[src/sv/sbsa_pkg.sv]
// ----------------------------------------------------------------------------
// sbsa_pkg
// Types, codes and helpers shared by the slab slot allocator.
// ----------------------------------------------------------------------------
package sbsa_pkg;

	localparam int ADDR_BITS     = 48;
	localparam int SIZE_W        = 21;
	localparam int CNT_W         = 9;
	localparam int KIND_W        = 2;
	localparam int WORD_W        = 64;
	localparam int DEF_NUM_SLABS = 8;
	localparam int DEF_MAX_SLOTS = 256;

	localparam logic [CNT_W-1:0] COUNT_MAX = '1;

	localparam logic [1:0] OP_REGISTER = 2'd0;
	localparam logic [1:0] OP_ALLOC    = 2'd1;
	localparam logic [1:0] OP_FREE     = 2'd2;
	localparam logic [1:0] OP_REMOVE   = 2'd3;

	localparam logic [2:0] ST_OK       = 3'd0;
	localparam logic [2:0] ST_NO_SLOT  = 3'd1;
	localparam logic [2:0] ST_UNKNOWN  = 3'd2;
	localparam logic [2:0] ST_FULL     = 3'd3;
	localparam logic [2:0] ST_BAD_SLOT = 3'd4;

	typedef struct packed {
		logic [1:0]           operation;
		logic [ADDR_BITS-1:0] base_addr;
		logic [ADDR_BITS-1:0] slot_address;
		logic [SIZE_W-1:0]    slot_bytes;
		logic [CNT_W-1:0]     slot_total;
		logic [KIND_W-1:0]    alloc_kind;
	} req_t;

	typedef struct packed {
		logic [2:0]           status;
		logic [ADDR_BITS-1:0] address;
		logic                 slab_now_empty;
	} rsp_t;

	function automatic logic [5:0] lowest_set(input logic [WORD_W-1:0] w);
		logic [5:0] b;
		b = 6'd63;
		for (int i = WORD_W - 1; i >= 0; i--) begin
			if (w[i]) begin
				b = 6'(i);
			end
		end
		return b;
	endfunction

endpackage

[src/sv/slab_bitmap_slot_allocator.sv]
// Slab slot allocator. One request beat gives one response beat. A request
// is taken in idle, walks the slab table one entry per cycle while no
// candidate bitmap is being read, then passes a dispatch state and a done
// state. Allocate also reads a candidate's bitmap words, one word at a time
// in a read state and a check state, through the single bitmap RAM port, up
// to ceil(MAX_SLOTS/64) words per candidate, then forms the address in a
// multiply state and an add state. Free waits on the one-bit-per-cycle
// divider, then, if the slot is in range, reads and writes one bitmap word.
// Register writes ceil(MAX_SLOTS/64) bitmap words. A new request is taken
// only when the previous one has left its result in the response register.
// ----------------------------------------------------------------------------
// slab_bitmap_slot_allocator
// Slab table with free-slot bitmaps, sequenced over a shared RAM and a divider.
// ----------------------------------------------------------------------------
module slab_bitmap_slot_allocator #(
	parameter int NUM_SLABS = sbsa_pkg::DEF_NUM_SLABS,
	parameter int MAX_SLOTS = sbsa_pkg::DEF_MAX_SLOTS
) (
	input  logic           clk,
	input  logic           arst_n,
	input  logic           req_valid,
	output logic           req_stall,
	input  sbsa_pkg::req_t req,
	output logic           rsp_valid,
	input  logic           rsp_stall,
	output sbsa_pkg::rsp_t rsp
);
	import sbsa_pkg::*;

	localparam int WORDS = (MAX_SLOTS + WORD_W - 1) / WORD_W;
	localparam int EW    = (NUM_SLABS > 1) ? $clog2(NUM_SLABS) : 1;
	localparam int WW    = (WORDS > 1) ? $clog2(WORDS) : 1;
	localparam int DEPTH = NUM_SLABS * WORDS;
	localparam int RAW   = (DEPTH > 1) ? $clog2(DEPTH) : 1;
	localparam int IW    = $clog2(MAX_SLOTS);
	localparam int PW    = IW + SIZE_W;

	localparam logic [EW-1:0] LAST_K = EW'(NUM_SLABS - 1);
	localparam logic [WW-1:0] LAST_W = WW'(WORDS - 1);

	localparam logic [3:0] S_IDLE = 4'd0;
	localparam logic [3:0] S_SCAN = 4'd1;
	localparam logic [3:0] S_ARD  = 4'd2;
	localparam logic [3:0] S_ACHK = 4'd3;
	localparam logic [3:0] S_DISP = 4'd4;
	localparam logic [3:0] S_REGW = 4'd5;
	localparam logic [3:0] S_MUL  = 4'd6;
	localparam logic [3:0] S_ADD  = 4'd7;
	localparam logic [3:0] S_DIV  = 4'd8;
	localparam logic [3:0] S_FRD  = 4'd9;
	localparam logic [3:0] S_FCHK = 4'd10;
	localparam logic [3:0] S_DONE = 4'd11;

	function automatic logic [RAW-1:0] word_addr(input logic [EW-1:0] e,
		input logic [WW-1:0] w);
		return RAW'(RAW'(e) * RAW'(WORDS) + RAW'(w));
	endfunction

	logic [3:0]           state_q;
	req_t                 req_q;
	rsp_t                 res_q;
	rsp_t                 rsp_q;
	logic                 rsp_valid_q;
	logic [EW-1:0]        k_q;
	logic [WW-1:0]        w_q;
	logic [EW-1:0]        sel_q;
	logic                 hit_q;
	logic                 free_q;
	logic                 best_q;
	logic [WW-1:0]        best_w_q;
	logic [5:0]           best_bit_q;
	logic [WORD_W-1:0]    best_word_q;
	logic [ADDR_BITS-1:0] best_base_q;
	logic [IW-1:0]        idx_q;
	logic [PW-1:0]        prod_q;

	logic                 ent_valid_q [NUM_SLABS];
	logic [ADDR_BITS-1:0] ent_base_q  [NUM_SLABS];
	logic [SIZE_W-1:0]    ent_size_q  [NUM_SLABS];
	logic [CNT_W-1:0]     ent_total_q [NUM_SLABS];
	logic [KIND_W-1:0]    ent_kind_q  [NUM_SLABS];
	logic [CNT_W-1:0]     ent_cnt_q   [NUM_SLABS];

	logic [EW-1:0]        ei;
	logic                 e_valid;
	logic [ADDR_BITS-1:0] e_base;
	logic [SIZE_W-1:0]    e_size;
	logic [CNT_W-1:0]     e_total;
	logic [KIND_W-1:0]    e_kind;
	logic [CNT_W-1:0]     e_cnt;
	logic [CNT_W-1:0]     sat_total;
	logic [CNT_W-1:0]     cnt_inc;
	logic                 cand;

	logic                 ram_we;
	logic [RAW-1:0]       ram_addr;
	logic [WORD_W-1:0]    ram_wdata;
	logic [WORD_W-1:0]    ram_rdata;
	logic [WORD_W-1:0]    fill;

	logic                 div_start;
	logic                 div_done;
	logic [ADDR_BITS-1:0] quot;

	assign ei = (state_q == S_SCAN || state_q == S_ARD || state_q == S_ACHK) ? k_q : sel_q;
	assign e_valid = ent_valid_q[ei];
	assign e_base  = ent_base_q[ei];
	assign e_size  = ent_size_q[ei];
	assign e_total = ent_total_q[ei];
	assign e_kind  = ent_kind_q[ei];
	assign e_cnt   = ent_cnt_q[ei];

	assign sat_total = (32'(req_q.slot_total) > MAX_SLOTS) ? CNT_W'(MAX_SLOTS)
		: req_q.slot_total;
	assign cnt_inc = (e_cnt != COUNT_MAX) ? CNT_W'(e_cnt + 1'b1) : e_cnt;
	assign cand = e_valid && e_size == req_q.slot_bytes && e_kind == req_q.alloc_kind
		&& e_cnt != '0 && (!best_q || e_base < best_base_q);

	always_comb begin
		int lo;
		lo = 32'(w_q) * WORD_W;
		if (32'(e_total) >= lo + WORD_W) begin
			fill = '1;
		end else if (32'(e_total) > lo) begin
			fill = ~({WORD_W{1'b1}} << (32'(e_total) - lo));
		end else begin
			fill = '0;
		end
	end

	always_comb begin
		ram_we    = 1'b0;
		ram_addr  = word_addr(sel_q, WW'(idx_q >> 6));
		ram_wdata = ram_rdata | (64'd1 << idx_q[5:0]);
		case (state_q)
			S_ARD: begin
				ram_addr = word_addr(k_q, w_q);
			end
			S_DISP: begin
				ram_addr  = word_addr(sel_q, best_w_q);
				ram_wdata = best_word_q & ~(64'd1 << best_bit_q);
				ram_we    = req_q.operation == OP_ALLOC && best_q;
			end
			S_REGW: begin
				ram_addr  = word_addr(sel_q, w_q);
				ram_wdata = fill;
				ram_we    = 1'b1;
			end
			S_FCHK: begin
				ram_we = 1'b1;
			end
			default: begin
			end
		endcase
	end

	assign div_start = state_q == S_DISP && req_q.operation == OP_FREE && hit_q
		&& req_q.slot_address >= req_q.base_addr && e_size != '0;

	sbsa_ram #(
		.WIDTH(WORD_W),
		.DEPTH(DEPTH)
	) u_bitmap (
		.clk  (clk),
		.we   (ram_we),
		.addr (ram_addr),
		.wdata(ram_wdata),
		.rdata(ram_rdata)
	);

	sbsa_div u_div (
		.clk     (clk),
		.arst_n  (arst_n),
		.start   (div_start),
		.dividend(ADDR_BITS'(req_q.slot_address - req_q.base_addr)),
		.divisor (e_size),
		.done    (div_done),
		.quotient(quot)
	);

	always_ff @(posedge clk or negedge arst_n) begin
		if (!arst_n) begin
			state_q     <= S_IDLE;
			rsp_valid_q <= 1'b0;
			for (int i = 0; i < NUM_SLABS; i++) begin
				ent_valid_q[i] <= 1'b0;
			end
		end else begin
			if (state_q == S_DONE && (!rsp_valid_q || !rsp_stall)) begin
				rsp_valid_q <= 1'b1;
			end else if (rsp_valid_q && !rsp_stall) begin
				rsp_valid_q <= 1'b0;
			end
			case (state_q)
				S_IDLE: begin
					if (req_valid) begin
						state_q <= S_SCAN;
					end
				end
				S_SCAN: begin
					if (req_q.operation == OP_ALLOC && cand) begin
						state_q <= S_ARD;
					end else if (k_q == LAST_K) begin
						state_q <= S_DISP;
					end
				end
				S_ARD: begin
					state_q <= S_ACHK;
				end
				S_ACHK: begin
					if (ram_rdata == '0 && w_q != LAST_W) begin
						state_q <= S_ARD;
					end else if (k_q == LAST_K) begin
						state_q <= S_DISP;
					end else begin
						state_q <= S_SCAN;
					end
				end
				S_DISP: begin
					case (req_q.operation)
						OP_REGISTER: begin
							if (hit_q || free_q) begin
								state_q            <= S_REGW;
								ent_valid_q[sel_q] <= 1'b1;
							end else begin
								state_q <= S_DONE;
							end
						end
						OP_ALLOC: begin
							state_q <= best_q ? S_MUL : S_DONE;
						end
						OP_FREE: begin
							state_q <= div_start ? S_DIV : S_DONE;
						end
						default: begin
							state_q <= S_DONE;
							if (hit_q) begin
								ent_valid_q[sel_q] <= 1'b0;
							end
						end
					endcase
				end
				S_REGW: begin
					if (w_q == LAST_W) begin
						state_q <= S_DONE;
					end
				end
				S_MUL: begin
					state_q <= S_ADD;
				end
				S_ADD: begin
					state_q <= S_DONE;
				end
				S_DIV: begin
					if (div_done) begin
						state_q <= (quot >= ADDR_BITS'(e_total)) ? S_DONE : S_FRD;
					end
				end
				S_FRD: begin
					state_q <= S_FCHK;
				end
				S_FCHK: begin
					state_q <= S_DONE;
				end
				S_DONE: begin
					if (!rsp_valid_q || !rsp_stall) begin
						state_q <= S_IDLE;
					end
				end
				default: begin
					state_q <= S_IDLE;
				end
			endcase
		end
	end

	always_ff @(posedge clk) begin
		case (state_q)
			S_IDLE: begin
				req_q  <= req;
				res_q  <= '0;
				k_q    <= '0;
				w_q    <= '0;
				hit_q  <= 1'b0;
				free_q <= 1'b0;
				best_q <= 1'b0;
			end
			S_SCAN: begin
				w_q <= '0;
				if (req_q.operation != OP_ALLOC) begin
					if (e_valid && e_base == req_q.base_addr && !hit_q) begin
						hit_q <= 1'b1;
						sel_q <= k_q;
					end else if (!e_valid && !free_q && !hit_q) begin
						free_q <= 1'b1;
						sel_q  <= k_q;
					end
				end
				if (!(req_q.operation == OP_ALLOC && cand) && k_q != LAST_K) begin
					k_q <= k_q + 1'b1;
				end
			end
			S_ACHK: begin
				if (ram_rdata != '0) begin
					best_q      <= 1'b1;
					sel_q       <= k_q;
					best_w_q    <= w_q;
					best_bit_q  <= lowest_set(ram_rdata);
					best_word_q <= ram_rdata;
					best_base_q <= e_base;
					idx_q       <= IW'((32'(w_q) << 6) | 32'(lowest_set(ram_rdata)));
				end
				if (ram_rdata == '0 && w_q != LAST_W) begin
					w_q <= w_q + 1'b1;
				end else if (k_q != LAST_K) begin
					k_q <= k_q + 1'b1;
				end
			end
			S_DISP: begin
				w_q <= '0;
				case (req_q.operation)
					OP_REGISTER: begin
						if (hit_q || free_q) begin
							ent_base_q[sel_q]  <= req_q.base_addr;
							ent_size_q[sel_q]  <= req_q.slot_bytes;
							ent_total_q[sel_q] <= sat_total;
							ent_kind_q[sel_q]  <= req_q.alloc_kind;
							ent_cnt_q[sel_q]   <= sat_total;
						end else begin
							res_q.status <= ST_FULL;
						end
					end
					OP_ALLOC: begin
						if (best_q) begin
							ent_cnt_q[sel_q] <= e_cnt - 1'b1;
						end else begin
							res_q.status <= ST_NO_SLOT;
						end
					end
					OP_FREE: begin
						if (!hit_q) begin
							res_q.status <= ST_UNKNOWN;
						end else if (!div_start) begin
							res_q.status <= ST_BAD_SLOT;
						end
					end
					default: begin
						if (!hit_q) begin
							res_q.status <= ST_UNKNOWN;
						end
					end
				endcase
			end
			S_REGW: begin
				w_q <= w_q + 1'b1;
			end
			S_MUL: begin
				prod_q <= PW'(idx_q) * PW'(e_size);
			end
			S_ADD: begin
				res_q.address <= ADDR_BITS'(best_base_q + ADDR_BITS'(prod_q));
			end
			S_DIV: begin
				if (div_done) begin
					if (quot >= ADDR_BITS'(e_total)) begin
						res_q.status <= ST_BAD_SLOT;
					end
					idx_q <= quot[IW-1:0];
				end
			end
			S_FCHK: begin
				ent_cnt_q[sel_q]     <= cnt_inc;
				res_q.slab_now_empty <= cnt_inc == e_total;
			end
			S_DONE: begin
				if (!rsp_valid_q || !rsp_stall) begin
					rsp_q <= res_q;
				end
			end
			default: begin
			end
		endcase
	end

	assign req_stall = state_q != S_IDLE;
	assign rsp_valid = rsp_valid_q;
	assign rsp       = rsp_q;
endmodule

[src/sv/sbsa_ram.sv]
// ----------------------------------------------------------------------------
// sbsa_ram
// Single-port RAM with registered read data.
// ----------------------------------------------------------------------------
module sbsa_ram #(
	parameter int WIDTH = 64,
	parameter int DEPTH = 32,
	parameter int AW    = (DEPTH > 1) ? $clog2(DEPTH) : 1
) (
	input  logic             clk,
	input  logic             we,
	input  logic [AW-1:0]    addr,
	input  logic [WIDTH-1:0] wdata,
	output logic [WIDTH-1:0] rdata
);
	logic [WIDTH-1:0] mem [DEPTH];

	always_ff @(posedge clk) begin
		if (we) begin
			mem[addr] <= wdata;
		end
		rdata <= mem[addr];
	end
endmodule

[src/sv/sbsa_div.sv]
// ----------------------------------------------------------------------------
// sbsa_div
// Restoring divider, one quotient bit per cycle.
// ----------------------------------------------------------------------------
module sbsa_div (
	input  logic                          clk,
	input  logic                          arst_n,
	input  logic                          start,
	input  logic [sbsa_pkg::ADDR_BITS-1:0] dividend,
	input  logic [sbsa_pkg::SIZE_W-1:0]    divisor,
	output logic                          done,
	output logic [sbsa_pkg::ADDR_BITS-1:0] quotient
);
	import sbsa_pkg::*;

	localparam int N  = ADDR_BITS;
	localparam int D  = SIZE_W;
	localparam int CW = $clog2(N + 1);

	logic [N-1:0]  quo_q;
	logic [D-1:0]  rem_q;
	logic [D-1:0]  dvs_q;
	logic [CW-1:0] cnt_q;
	logic          busy_q;
	logic          done_q;
	logic [D:0]    trial;
	logic          fits;

	assign trial = {rem_q, quo_q[N-1]};
	assign fits  = trial >= {1'b0, dvs_q};

	always_ff @(posedge clk or negedge arst_n) begin
		if (!arst_n) begin
			busy_q <= 1'b0;
			done_q <= 1'b0;
			cnt_q  <= '0;
		end else begin
			done_q <= 1'b0;
			if (start) begin
				busy_q <= 1'b1;
				cnt_q  <= CW'(N);
			end else if (busy_q) begin
				cnt_q <= cnt_q - 1'b1;
				if (cnt_q == CW'(1)) begin
					busy_q <= 1'b0;
					done_q <= 1'b1;
				end
			end
		end
	end

	always_ff @(posedge clk) begin
		if (start) begin
			quo_q <= dividend;
			rem_q <= '0;
			dvs_q <= divisor;
		end else if (busy_q) begin
			quo_q <= {quo_q[N-2:0], fits};
			rem_q <= fits ? D'(trial - {1'b0, dvs_q}) : trial[D-1:0];
		end
	end

	assign done     = done_q;
	assign quotient = quo_q;
endmodule
[config.mk]
export PLATFORM = sky130hd
export DESIGN_NAME = slab_bitmap_slot_allocator
export DESIGN_NICKNAME = d
export VERILOG_FILES = /design/src/sv/sbsa_pkg.sv /design/src/sv/slab_bitmap_slot_allocator.sv /design/src/sv/sbsa_ram.sv /design/src/sv/sbsa_div.sv
export SDC_FILE = /design/constraint.sdc
export NUM_CORES = 2
export LEC_CHECK = 0
export BUFFER_PORTS_ARGS = -buffer_cell sky130_fd_sc_hd__clkbuf_2
export CORE_MARGIN = 8
export CORE_UTILIZATION = 58
export DETAILED_ROUTE_END_ITERATION = 7
export PLACE_DENSITY_LB_ADDON = 0.05
export SLEW_MARGIN = 25
export SYNTH_ARGS = -nofsm -noshare
export SYNTH_HDL_FRONTEND = slang
export SYNTH_HIERARCHICAL = 1
export SYNTH_SLANG_ARGS = --single-unit
[constraint.sdc]
create_clock -name clk -period 30.5 [get_ports clk]
set_input_delay 1.525 -clock clk [delete_from_list [all_inputs] [get_ports clk]]
set_output_delay 1.525 -clock clk [all_outputs]
set_load 0.01 [all_outputs]
==> reports/qor.yml <==
status: "finished clean"
dr.pass1.iters: 6
worst_pin_slew_ns: 1.13
synth_compound_gate_area_share_pct: 7.84
cts_max_path_buffers: 4
muxShareOfSynthArea_pct: 8.94
avgSynthCellArea_um2: 15.3
synthXorXnorAreaFrac_pct: 1.15
yosysMostFrequentCell: "edfxtp_1"
post-cts-setup-buffers: 0
dpl_cell_area_mm2: 0.149
cp-start-kind: "flop"
path_class: "reg2reg"
stdcell_area_mm2: 0.160
grt_pass1_wl_mm: 594
multi_input_area_mm2: 0.0410
drv_slew: 0
drc: 0
grt_max_degree: 121
fin_skew_ns: 0.102
dp_hpwl_mm: 252
cts-root-buf: "clkbuf_16"
ant_nets: 0
antenna_found_initial: 18
initial_utilization_pct: 58.2
htree_levels: 5
maxCapViolCount: 0
slew_headroom_pct: 24.5
insertion_delay_ns: 0.98
core_mm2: 0.245
syn_nets: 9819
hold_violations: 0
synth_top_cell_area_share_pct: 67.9
cts_tree: "yes"
cts_buffers: 356
grt_pass1_vias: 84300
final_cells: 13200
cp_max_fo: 50
synth_warnings: 6
io_buffers: 187
via_per_inst: 6.59
async_flop_share_pct: 0.629
netlist_area_mm2: 0.143
routedWlPerCell_um: 31.6
finalNetCount: 10200
clkTransAtPathRegs_ns: 0.06
final_layout_size_suffix_gt1_share_pct: 12.6
seq_area_mm2: 0.0993
synth-seq-area-share_pct: 69.5
holdCritPathClass: "reg2reg"
num_vias: 86700
die-area_mm2: 0.262
rsz0062_at_grt: "false"
overflow: 0
grt.total_usage_pct: 30.8
period_needed_ns: 9.91
syn_inst: 9346
die_w_um: 512
drt_wl_total_mm: 417
setup_viol: 0
clkSinkCount: 3337
max_freq_mhz: 101
synthTopCellsByArea: "edfxtp_1 68%, mux2i_1 8.0%, o22ai_1 2.3%"
dp.cells: 12500
fillers: 17500
end_kind: "flop"
ys_ff_latch: 3337
initialDrtViolationCount: 9857
cp.arrival_ns: 10.54
cts_resized: 0
ys_types: 117
die_y_um: 512
syn2layout_area_growth_pct: 11.7
num_rows: 182
ys_top_cells_by_count: "3231 x edfxtp_1, 1140 x mux2i_1, 519 x o22ai_1"
cts_hold_buf: 0
synth_adder_area_share_pct: 3.59
cp.required_ns: 31.13
synthSimpleGateAreaFrac_pct: 6.39
synth_top_cell_by_area: "edfxtp_1"
synth_top_family_by_area: "multiplexers"
globalplace.congestion: 0.963
synthFlopType: "edfxtp_1"
finalSetupTns_ns: 0
synth_edf_count: 3231
min_period_over_period_pct: 32.5
io_pins: 188
[area by class of cell]
| class | instances | share of cell area [%] |
|---|---|---|
| Multi-Input combinational cell | 5199 | 25.7 |
| Clock inverter | 168 | 0.879 |
| Antenna cell | 6 | 0.00941 |
| Tap cell | 3220 | 2.52 |
| Clock buffer | 449 | 5.97 |
| Sequential cell | 3337 | 62.2 |
| Inverter | 307 | 0.730 |
| Timing Repair Buffer | 479 | 2.04 |
[path summary, 6_finish.rpt]
path | to | slack (ns) | startpoint | cells after the start
worst max-delay path | prod_q[27]$_DFFE_PP_ | 20.59 | state_q[0]$_DFFE_PN0P_ | 27
worst min-delay path | rsp[48]$_DFFE_PP_ | 0.42 | res_q[48]$_SDFFCE_PN0P_ | 0
max in group asynchronous | async pin | 29.32 | arst_n | 1
worst min register to register | rsp[48]$_DFFE_PP_ | 0.42 | res_q[48]$_SDFFCE_PN0P_ | 0
min in group asynchronous | u_div/cnt_q[4]$_DFFE_PN0P_ | 0.67 | arst_n | 1
worst max register to register | prod_q[27]$_DFFE_PP_ | 20.59 | state_q[0]$_DFFE_PN0P_ | 27
[per-layer routing]
metal / global-route usage [%] / part of all wire (%) / vias up
met5: 0 / 0.011 / -
met3: 4.59 / 7.9 / 914
met1: 41.1 / 39 / 44300
li1: - / - / 37200
met2: 51.2 / 48 / 4228
met4: 12.6 / 4.7 / 8
[kinds of logic after synthesis]
group | Yosys count
buffers and inverters | 810
flip-flops | 3337
adder cells (fa/ha/maj) | 339
AND/OR/NAND/NOR | 1787
multiplexers | 1235
XOR/XNOR | 187
AO/OA/AOI/OAI | 1651
[sequential cells by signal (all words and copies together), names as in the netlist, 3 cells and up, named ones only]
name	cells
prod_q	29
rsp	52
u_div/rem_q	21
ent_kind_q	16
best_base_q	48
ent_size_q	168
best_bit_q	6
idx_q	8
u_div/quotient	48
ent_total_q	72
k_q	3
req_q	130
u_bitmap/rdata	64
u_div/dvs_q	21
ent_cnt_q	72
ent_base_q	384
res_q	52
u_bitmap/mem	2048
state_q	4
sel_q	3
best_word_q	64
u_div/cnt_q	6
[critical path, cell delays in order, from the launching register on]
cell and delay (ns):
dfrtp_1 0.75, or2_4 0.62, a21oi_4 0.09, buf_4 0.29
nor2_4 0.73, buf_4 0.81, mux2i_1 0.27, a221o_1 0.19
clkinv_1 0.42, and2_1 0.37, fa_1 0.41, fa_1 0.49
inv_1 0.05, fa_1 0.52, inv_1 0.05, fa_1 0.43
ha_1 0.33, o21ai_0 0.24, a211oi_1 0.13, o311a_1 0.37
o221ai_1 0.21, a211o_1 0.24, o211a_1 0.21, a21oi_1 0.09
and4_1 0.21, a2111oi_0 0.67, a21oi_1 0.17, xor2_1 0.17
[cells in the final DEF, fill, tap and decap left out, drive strengths merged, types with 49 or more instances in the layout]
cell and n:
o211ai 82, clkinv 133, inv 312, and2 78, a211oi 197, and3 130, a21oi 228, ha 221
mux2i 1140, nand2b 92, nor3 83, buf 292, fa 118, dfxtp 85, nor2 342, xnor2 148
edfxtp 3231, nor2b 61, o22ai 520, a21o 49, mux2 70, nand2 501, nor4 201, clkbuf 636
nand3 124, o21ai 182
[per-stage QoR]
step	setup slack [ns]	utilization, %	hold slack (ns)
finish	20.59	65.0	0.416
global placement	20.87	60.4	0.402
CTS	20.65	65.0	0.415
global route	20.02	65.0	0.422
floorplan	19.86	-	0.400
detailed placement	20.71	60.5	0.405
Power is not shown: default switching activity piles up to over one toggle a cycle in this logic, so the estimate is an artifact.
